## config.mk

```make
export PLATFORM = sky130hd
export DESIGN_NAME = kis_divider
export DESIGN_NICKNAME = d
export VERILOG_FILES = /design/src/rtl/kis_pkg.sv /design/src/rtl/kis_divider.sv
export SDC_FILE = /design/constraint.sdc
export NUM_CORES = 1
export LEC_CHECK = 0
export BUFFER_PORTS_ARGS = -buffer_cell sky130_fd_sc_hd__buf_4
export CORE_MARGIN = 2
export CORE_UTILIZATION = 51
export DETAILED_ROUTE_END_ITERATION = 6
export GPL_ROUTABILITY_DRIVEN = 1
export PLACE_DENSITY = 0.76
export SYNTH_ARGS = -nofsm -noshare
export SYNTH_HDL_FRONTEND = slang
export SYNTH_SLANG_ARGS = --single-unit
```

## constraint.sdc

```tcl
create_clock -name clk_i -period 2.66 [get_ports clk_i]
set_input_delay 0.532 -clock clk_i [delete_from_list [all_inputs] [get_ports clk_i]]
set_output_delay 0.532 -clock clk_i [all_outputs]
set_load 0.01 [all_outputs]
```

## src/rtl/kis_pkg.sv

```systemverilog
// Shared widths and codes for the keyframe interval search block.
// No dependencies; imported by every module of the block.
`default_nettype none

package kis_pkg;

  localparam int IDX_W   = 8;   // reported index / cursor width
  localparam int TIME_W  = 24;  // Q16.8 tick width
  localparam int COUNT_W = 9;   // key_count register width

  // input tdata layout: key_index, key_time, current_tick
  localparam int IN_KIDX_LSB = 0;
  localparam int IN_KTIM_LSB = IN_KIDX_LSB + IDX_W;
  localparam int IN_TICK_LSB = IN_KTIM_LSB + TIME_W;
  localparam int IN_TDATA_W  = IN_TICK_LSB + TIME_W;

  typedef enum logic {
    OP_LOAD  = 1'b0,
    OP_QUERY = 1'b1
  } op_e;

endpackage

`default_nettype wire

```

## src/rtl/kis_divider.sv

```systemverilog
// Restoring divider producing the fraction bits, one quotient bit per cycle.
// Requires dividend < divisor. Depends on kis_pkg for the time width.
`default_nettype none

module kis_divider
  import kis_pkg::*;
#(
  parameter int FRACTION_BITS = 16
) (
  input  wire logic                     clk_i,
  input  wire logic                     rst_ni,
  input  wire logic                     start_i,
  input  wire logic [TIME_W-1:0]        dividend_i,
  input  wire logic [TIME_W-1:0]        divisor_i,
  output logic                          done_o,
  output logic [FRACTION_BITS-1:0]      quotient_o
);

  localparam int CNT_W = $clog2(FRACTION_BITS);

  logic                     busy_q, busy_d;
  logic                     done_q, done_d;
  logic [CNT_W-1:0]         cnt_q, cnt_d;
  logic [TIME_W-1:0]        rem_q, rem_d;
  logic [TIME_W-1:0]        den_q, den_d;
  logic [FRACTION_BITS-1:0] quo_q, quo_d;

  logic [TIME_W:0] rem_shl;
  logic [TIME_W:0] rem_sub;
  logic            fits;

  // remainder stays below the divisor, so the shifted value fits in one extra bit
  assign rem_shl = {rem_q, 1'b0};
  assign rem_sub = rem_shl - {1'b0, den_q};
  assign fits    = (rem_shl >= {1'b0, den_q});

  always_comb begin
    busy_d = busy_q;
    done_d = 1'b0;
    cnt_d  = cnt_q;
    rem_d  = rem_q;
    den_d  = den_q;
    quo_d  = quo_q;
    if (start_i) begin
      busy_d = 1'b1;
      cnt_d  = '0;
      rem_d  = dividend_i;
      den_d  = divisor_i;
    end else if (busy_q) begin
      rem_d = fits ? rem_sub[TIME_W-1:0] : rem_shl[TIME_W-1:0];
      quo_d = {quo_q[FRACTION_BITS-2:0], fits};
      cnt_d = cnt_q + CNT_W'(1);
      if (cnt_q == CNT_W'(FRACTION_BITS - 1)) begin
        busy_d = 1'b0;
        done_d = 1'b1;
      end
    end
  end

  always_ff @(posedge clk_i or negedge rst_ni) begin
    if (!rst_ni) begin
      busy_q <= 1'b0;
      done_q <= 1'b0;
      cnt_q  <= '0;
    end else begin
      busy_q <= busy_d;
      done_q <= done_d;
      cnt_q  <= cnt_d;
    end
  end

  always_ff @(posedge clk_i) begin
    rem_q <= rem_d;
    den_q <= den_d;
    quo_q <= quo_d;
  end

  assign done_o     = done_q;
  assign quotient_o = quo_q;

endmodule

`default_nettype wire

```

---- Word level (Yosys, flattened, before mapping) ----
Cells that the tools add are included.
cells by class
  multiplexer cells ....................... 11
  add/subtract/negate cells ............... 2
  reduce and logical (&&, ||, !) cells .... 2
  equality and inequality tests ........... 1
  $lt $le $gt $ge ......................... 1
  bitwise gates (word level) .............. 1
operator list
  kind                   number
  $mux W24               3
  $ge A25 B24 Y1         1
  $sub A24 B24 Y24       1
  $mux W4                2
  $mux W1                6
  $add A4 B1 Y4 const B  1
  $eq A4 B4 Y1 const B   1
  $reduce_and A2 Y1      1
  $reduce_bool A2 Y1     1
  $not A1 Y1             1
storage, ports and cells
  bits of input ports ..................... 51
  output and inout port bits .............. 17
  logic and storage cells ................. 24
  flip-flop bits (word level) ............. 70

---- Longest topological paths before layout ----
Gate-level depths: netlist of the first run.
  word-level depth ........................ 4
  gate-level depth with buffers ........... 12
  gate-level depth less buffers ........... 10

---- Worst setup path before layout of the first run ----
Ideal clock, no wire load.
  path kind ............................... flip-flop to flip-flop
  from .................................... register rem_q[0]
  to ...................................... register rem_q[15] (data pin)
  stages on the path, launching flop included .. 11
  data required time ...................... 2.391 ns
  slack ................................... -0.082 ns
  setup time .............................. 0.269 ns
  data arrival time ....................... 2.473 ns
  buffers on the path ..................... 1
  clock period less this slack ............ 2.742 ns
  path through ............................ edfxtp_1 > ha_1 > nor2b_1 > o31a_1 > o311a_4 > o31ai_1 > o21ai_1 > a21boi_2 > buf_4 > mux2i_1 > o21ai_0
between the ends
  cells in the longest elaborated chain, start to end .. 4
  elaborated cells on any way between the ends .. 5
  classes of those cells .................. 1 x add/sub; 1 x order compare; 3 x mux
ends and longest elaborated chain
  item                                                RTL line                              text
  from (decl)                                         kis_divider.sv:24                     logic [TIME_W-1:0] rem_q, rem_d;
  from (signal assigned)                              kis_divider.sv:73                     rem_q <= rem_d;
  $sub A24 B24 Y24 or $ge A25 B24 Y1 (tied branches)  kis_divider.sv:34, kis_divider.sv:35
  $mux W24 *                                          kis_divider.sv:50                     rem_d = fits ? rem_sub[TIME_W-1:0] : rem_shl[TIME_W-1:0];
  $mux W24 *                                          kis_divider.sv:49                     end else if (busy_q) begin
  $mux W24 *                                          kis_divider.sv:44                     if (start_i) begin
  net rem_d[15]                                       kis_divider.sv:24
Mark *: on every way through the listed nets, which the timed path passes. The rest lies on a longest branch. The select of a mux whose other input is x is not followed.
A chain may end at the register's enable or synchronous reset.

---- Final worst setup path of the first run ----
  from .................................... register rem_q[0]
  to ...................................... register rem_q[19] (data pin)
The elaborated chain is that of the path after synthesis.

==> reports/metrics.csv, run 1 <==
stage,metric,value,unit
final_layout,register_area,0.00207,mm2
final_layout,drive_gt1_share,37.6,%
critical_path,cp-startpoint,rem_q[0],
floorplan,num_rows,32,
routing,num_vias,3356,
floorplan,die_w,93.0,um
grt,grt_antenna_before_repair,0,
logic_synthesis,ys_seq_elements,70,
placed_design,routabilityCongestion,0.909,
critical_path,end_kind,flop,
logic_synthesis,ys.flop_type,edfxtp_1,
power_and_ir_drop,leakagePower,0.00237,uW
logic_synthesis,synth_async_sr_flop_share,8.57,%
floorplan,die-area,0.00864,mm2
final_layout,nFillCells,535,
power_and_ir_drop,power_density,1120,mW/mm2
routing,via_per_inst,5.70,
routing,drtIter0Drc,179,
routing,first_pass_iters,4,
routing,routed_wl,10400,um
critical_path,crit_required,2.89,ns
run,maxCapViolations,0,
grt,gr-total-overflow,0,
logic_synthesis,syn-cell-area,0.00404,mm2
logic_synthesis,syn_inst,369,
timing,rsz0062_at_grt,true,
status,status,"complete, but fails checks",
critical_path,rr_startpoint,rem_q[0],
timing,worstMarginPinSlew,0.639,ns
clock_tree,clock_sinks,70,
logic_synthesis,syn_nets,446,
status,violations,setup timing,
critical_path,crit_path_max_fanout,3,
timing,clock_skew,0.0114,ns
floorplan,start_util,52.5,%
final_layout,synthToLayoutAreaGrowth,38.4,%
timing,maxSlewHeadroom,57.4,%
worst_hold_path,hold_start,divisor_i[6],
clock_tree,cts_buffer_depth,2,
clock_tree,cts_buffers,9,
grt,grt.total_usage,22.2,%
logic_synthesis,yosysSeqAreaShare,51.3,%
grt,grt_pass1_vias,3344,
placed_design,dpl.hpwl,6430,um
floorplan,fp.dieH,93.0,um
critical_path,critPathKind,flop to flop,
timing,drv_slew,0,
logic_synthesis,netlist-cell-type-count,56,
worst_hold_path,hold_class,input port to flop,
timing,post-route-min-period,2.77,ns
power_and_ir_drop,total_power,6240,uW
clock_tree,clk_pin_slew,0.09,ns
floorplan,coreArea,0.00769,mm2
clock_tree,cts_tree,built,
critical_path,critPathLaunchType,flop,
power_and_ir_drop,peakVddDrop,0.000584,V
timing,hold_viol_final,0,
timing,fmax,0.361,GHz
critical_path,critPathArrivalTime,3.00,ns
clock_tree,h-tree-depth,3,
timing,setup_slack,-0.113,ns
logic_synthesis,yosysWarnings,0,
routing,wire_per_inst,17.6,um
grt,grt_max_degree,40,
routing,ant_nets,0,
timing,period_share,104,%
final_layout,nets,559,
final_layout,multi_input_area,0.00214,mm2
final_layout,diodes,0,
logic_synthesis,synth_edf_count,64,
timing,hold_slack,0.328,ns
clock_tree,insertion_delay,0.37,ns
routing,drc_errors,0,
placed_design,io_buffers,67,
logic_synthesis,syn_avg_cell_area,10.9,um2
timing,setup-violations-final,17,
grt,grt_pass1_wl,15100,um
floorplan,ioPinCount,68,
clock_tree,cts_root_buf,clkbuf_8,
[state kept, by name (all words and copies together) (netlist names)]
register / count
busy_q: 1
cnt_q: 4
den_q: 24
done_o: 1
quotient_o: 16
rem_q: 24
[timing repair]
item	in CTS	in global routing
hold buffers	1	0
setup endpoints to repair	23	22
pin swaps	5	22
gates resized for setup	26	47
cloned	2	2
hold endpoints to repair	6	0
buffers inserted	5	8
[synth_stat cells, drive strengths merged (4+ instances only)]
master	number	share of area [%]
dfrtp	6	3.7
edfxtp	64	48
buf	5	0.68
o311ai	12	2.6
mux2i	5	1.2
inv	29	2.7
nand2	35	3.3
o31ai	4	1.1
ha	25	7.7
nand4	4	0.62
nand3	21	2.6
clkbuf	11	1.0
xnor2	12	2.6
nor2b	6	0.93
nand2b	5	0.77
o21a	5	0.93
nor3	5	0.62
nor2	20	1.9
xor2	10	2.2
a21o	4	0.74
a31oi	4	0.62
or2	5	0.77
a21oi	16	2.0
o21ai	17	2.2
a211o	4	0.87
[per-stage QoR]
stage / util (%) / setup WS [ns] / cell area, um2 / setup TNS [ns] / cells
after CTS: 68.2 / -0.102 / 5240 / -0.256 / 579
after detailed placement: 63.4 / -0.194 / 4880 / -2.73 / 555
after global routing: 72.7 / -0.207 / 5590 / -2.91 / 589
after global placement: 63.4 / -0.0753 / 4880 / -0.508 / 555
after floorplan: - / -0.0323 / 4060 / -0.0815 / 369
final: 72.7 / -0.113 / 5590 / -0.635 / 589
[kinds of logic after synthesis]
group / after synthesis / share of synthesized area (%)
DFF: 70 / 51.3
xor gates and xnor gates: 22 / 4.77
muxes: 6 / 1.52
and+or+nand+nor: 113 / 13.8
AOI/OAI and AO/OA: 87 / 16.0
buffers and inverters: 45 / 4.40
adders and majority gates: 26 / 8.24
[power by group]
part / leakage, uW / switching, uW / internal (uW) / total (uW)
logic: 0.00155 / 1850 / 1860 / 3720
clock network: 0.0000892 / 473 / 357 / 830
registers: 0.000727 / 166 / 1520 / 1690
total: 0.00237 / 2490 / 3740 / 6240
[layout make-up]
class	instances	area share, %
repair buffers	118	17.1
clock inverters	7	1.10
multi-input cells	254	38.2
inverters	29	1.95
flip-flops and latches	70	37.1
clock buffers	9	2.22
well taps	102	2.28
[final timing paths]
check	endpoint	slack [ns]	depth (start not counted)
max	rem_q[19]	-0.11	9
min	den_q[6]	0.33	1
max reg2reg	rem_q[19]	-0.11	9
min reg2reg	quotient_o[7]	0.45	0
max in group asynchronous	cnt_q[1]	2.06	2
min in group asynchronous	cnt_q[2]	0.49	2
[placed cells by master (no fill, tap or decap), types with 4 or more instances in the layout]
| cell type | synthesis | routed |
|---|---|---|
| nand3_2 | 0 | 5 |
| nand2b_1 | 5 | 5 |
| o311ai_1 | 0 | 5 |
| ha_4 | 0 | 6 |
| a21oi_1 | 16 | 13 |
| inv_1 | 29 | 28 |
| nor2_1 | 20 | 18 |
| o21ai_0 | 15 | 11 |
| xnor2_1 | 12 | 12 |
| clkbuf_8 | 0 | 9 |
| inv_6 | 0 | 4 |
| mux2i_1 | 5 | 5 |
| dfrtp_1 | 6 | 6 |
| nand2_1 | 35 | 35 |
| a21o_1 | 4 | 4 |
| edfxtp_1 | 64 | 64 |
| xor2_1 | 10 | 10 |
| or2_2 | 5 | 5 |
| nand4_1 | 4 | 4 |
| nor3_1 | 5 | 4 |
| ha_1 | 25 | 18 |
| nand3_1 | 21 | 14 |
| nor2b_1 | 6 | 5 |
| buf_4 | 1 | 110 |
| a211o_1 | 4 | 4 |
| o21a_1 | 5 | 5 |
[per-layer routing]
metal,global-route usage [%],share of wire (%)
met5,0,0
met4,10.7,2.2
met3,3.38,5.3
met2,37.9,50
met1,27.8,42
[worst max-delay path, cell delays in order (launching register included)]
cell      delay (ns)
edfxtp_1        0.45
ha_4            0.26
nor2b_4         0.13
o31a_1          0.27
o311a_4         0.35
o31ai_4         0.21
o21ai_2         0.08
or4b_1          0.52
a31o_1          0.22
a31oi_1         0.15
No activity file was read; power rests on OpenSTA's default activity.
==> run 2: changes to the inputs <==
CELL_PAD_IN_SITES_DETAIL_PLACEMENT = 1   (was default)
CELL_PAD_IN_SITES_GLOBAL_PLACEMENT = 1   (was default)
CORE_UTILIZATION = 48   (was 51)
GPL_ROUTABILITY_DRIVEN = default   (was 1)
PLACE_DENSITY = default   (was 0.76)
PLACE_DENSITY_LB_ADDON = 0.1   (was default)
clock period = 3.4 ns   (was 2.66 ns; I/O delays follow)
==> reports/metrics.csv, run 2 (synthesis results as in run 1) <==
stage,metric,value,unit
status,status,"complete, no violations",
power_and_ir_drop,power_density,807,mW/mm2
critical_path,critPathKind,flop to flop,
clock_tree,cts_buffer_depth,2,
power_and_ir_drop,leakagePower,0.00205,uW
power_and_ir_drop,pwr-share-seq,33.4,%
timing,post-route-min-period,3.18,ns
floorplan,coreArea,0.00818,mm2
grt,grt_antenna_before_repair,0,
floorplan,die_w,95.7,um
routing,highest-signal-layer,met4,
clock_tree,h-tree-depth,3,
final_layout,diodes,0,
clock_tree,clk_pin_slew,0.08,ns
timing,finalSetupTns,0,ns
critical_path,reg2reg_setup_slack,0.22,ns
floorplan,num_rows,33,
routing,via_per_inst,5.73,
routing,met1_length,4000,um
critical_path,critical_path.cell_chain,inv_1 -> ha_1 -> nor2b_1 -> o31a_1 -> o311a_4 -> o31ai_1 -> o21ai_1 -> a21boi_2 -> buf_4 -> mux2i_1 -> o21ai_0,
floorplan,die-area,0.00916,mm2
grt,grt_max_degree,45,
floorplan,fp.dieH,95.7,um
clock_tree,clock_sinks,70,
power_and_ir_drop,p_sw_share,38.8,%
power_and_ir_drop,peakVddDrop,0.000357,V
routing,routed_wl,9470,um
routing,drtIter0Drc,130,
timing,worstMarginPinSlew,0.771,ns
routing,wire_per_inst,17.4,um
timing,fmax,0.315,GHz
routing,routed-wl-met3,294,um
critical_path,rr_worst_depth,11,
final_layout,synthToLayoutAreaGrowth,20.3,%
floorplan,ioPinCount,68,
critical_path,cp_slowest_cell,edfxtp_1,
timing,setup-violations-final,0,
floorplan,start_util,49.4,%
final_layout,nFillCells,910,
power_and_ir_drop,clkPwrFrac,18.0,%
clock_tree,holdBufCountCts,0,
timing,period_share,93.5,%
final_layout,final_common_cell,buf_4,
placed_design,routabilityCongestion,0.809,
timing,clock_skew,0.00797,ns
timing,drv_slew,0,
critical_path,critPathBufInv,2,
routing,met2WireLength,5050,um
final_layout,nets,512,
final_layout,final_cell_mix,"buf_4 (70), edfxtp_1 (64), nand2_1 (35)",
clock_tree,cts_tree,built,
run,maxCapViolations,0,
clock_tree,insertion_delay,0.35,ns
clock_tree,cts_root_buf,clkbuf_8,
grt,grt_pass1_wl,15500,um
timing,maxSlewHeadroom,48.5,%
power_and_ir_drop,combPwrFrac,48.6,%
timing,hold_viol_final,0,
routing,ant_nets,0,
critical_path,rr_startpoint,den_q[1],
timing,rsz0062_at_grt,false,
grt,grt.total_usage,22.1,%
final_layout,design_area,0.00486,mm2
critical_path,regToRegEndpoint,rem_q[15],
critical_path,crit_path_max_fanout,17,
power_and_ir_drop,total_power,3920,uW
routing,drc_errors,0,
critical_path,end_kind,flop,
power_and_ir_drop,p_int,2400,uW
clock_tree,cts_buffers,9,
critical_path,cpPeakStageDelay,0.41,ns
routing,first_pass_iters,6,
placed_design,place_ws,0.236,ns
critical_path,critPathArrivalTime,3.26,ns
placed_design,dpl.hpwl,6840,um
timing,setup_slack,0.221,ns
worst_hold_path,hold_class,input port to async pin,
critical_path,crit_required,3.48,ns
routing,num_vias,3123,
power_and_ir_drop,switchingPower,1520,uW
placed_design,place_area,0.00465,mm2
clock_tree,cts_resized,0,
clock_tree,postCtsSetupRepairBufs,0,
grt,gr-total-overflow,0,
critical_path,critPathLaunchType,flop,
critical_path,critPathTopFamily,compound AO/OA/AOI/OAI gates,
placed_design,io_buffers,67,
grt,grt_pass1_vias,3256,
final_layout,drive_gt1_share,22.0,%
run 2: cell count changes in the layout (fill, tap and decap cells not counted), moves of 4 or more:
cell and delta:
nand3_2 -5, ha_1 +7, nand3_1 +7, o311ai_0 +10
o311ai_1 -5, buf_4 -40, o21ai_0 +4, ha_4 -6
run 2: through the flow:
step                      hold slack (ns)  instances  util (%)
after floorplan                     0.384        369         -
after global placement              0.431        529      56.8
after detailed placement            0.439        529      56.8
after CTS                           0.112        545      59.4
after global routing                0.108        545      59.4
final                               0.118        545      59.4
run 2: worst max path at each step:
| stage | endpoint | slack (ns) | cells past startpoint | startpoint |
|---|---|---|---|---|
| finish | rem_q[15] | 0.22 | 11 | den_q[1] |
| global route | rem_q[15] | 0.03 | 11 | den_q[1] |
| CTS | rem_q[15] | 0.22 | 11 | den_q[1] |
| detailed placement | rem_q[15] | 0.24 | 11 | den_q[1] |
| global placement | rem_q[15] | 0.37 | 11 | den_q[1] |
| floorplan | rem_q[15] | 0.66 | 10 | rem_q[0] |
run 2: metal layers:
layer / up-vias / track usage [%]
met5: - / 0
met4: 0 / 6.90
met3: 12 / 3.13
met2: 51 / 40.8
met1: 1552 / 26.4
li1: 1508 / -
run 2: layout make-up:
| type | count | area, um2 | share of cell area (%) |
|---|---|---|---|
| multi-input combinational | 254 | 1790 | 36.8 |
| tap | 105 | 131 | 2.70 |
| sequential | 70 | 2070 | 42.7 |
| clock inverter | 4 | 33.8 | 0.696 |
| clock buffer | 12 | 178 | 3.66 |
| timing repair buffer | 71 | 546 | 11.2 |
| inverter | 29 | 109 | 2.24 |
run 2: power groups by stage:
stage / Combinational, uW / Clock (uW) / Sequential [uW]
final: 1900 / 706 / 1310
after global routing: 2130 / 748 / 1330
after CTS: 1910 / 715 / 1310
after detailed placement: 1880 / 0 / 1320
after global placement: 1810 / 0 / 1310
after floorplan: 1430 / 0 / 1290
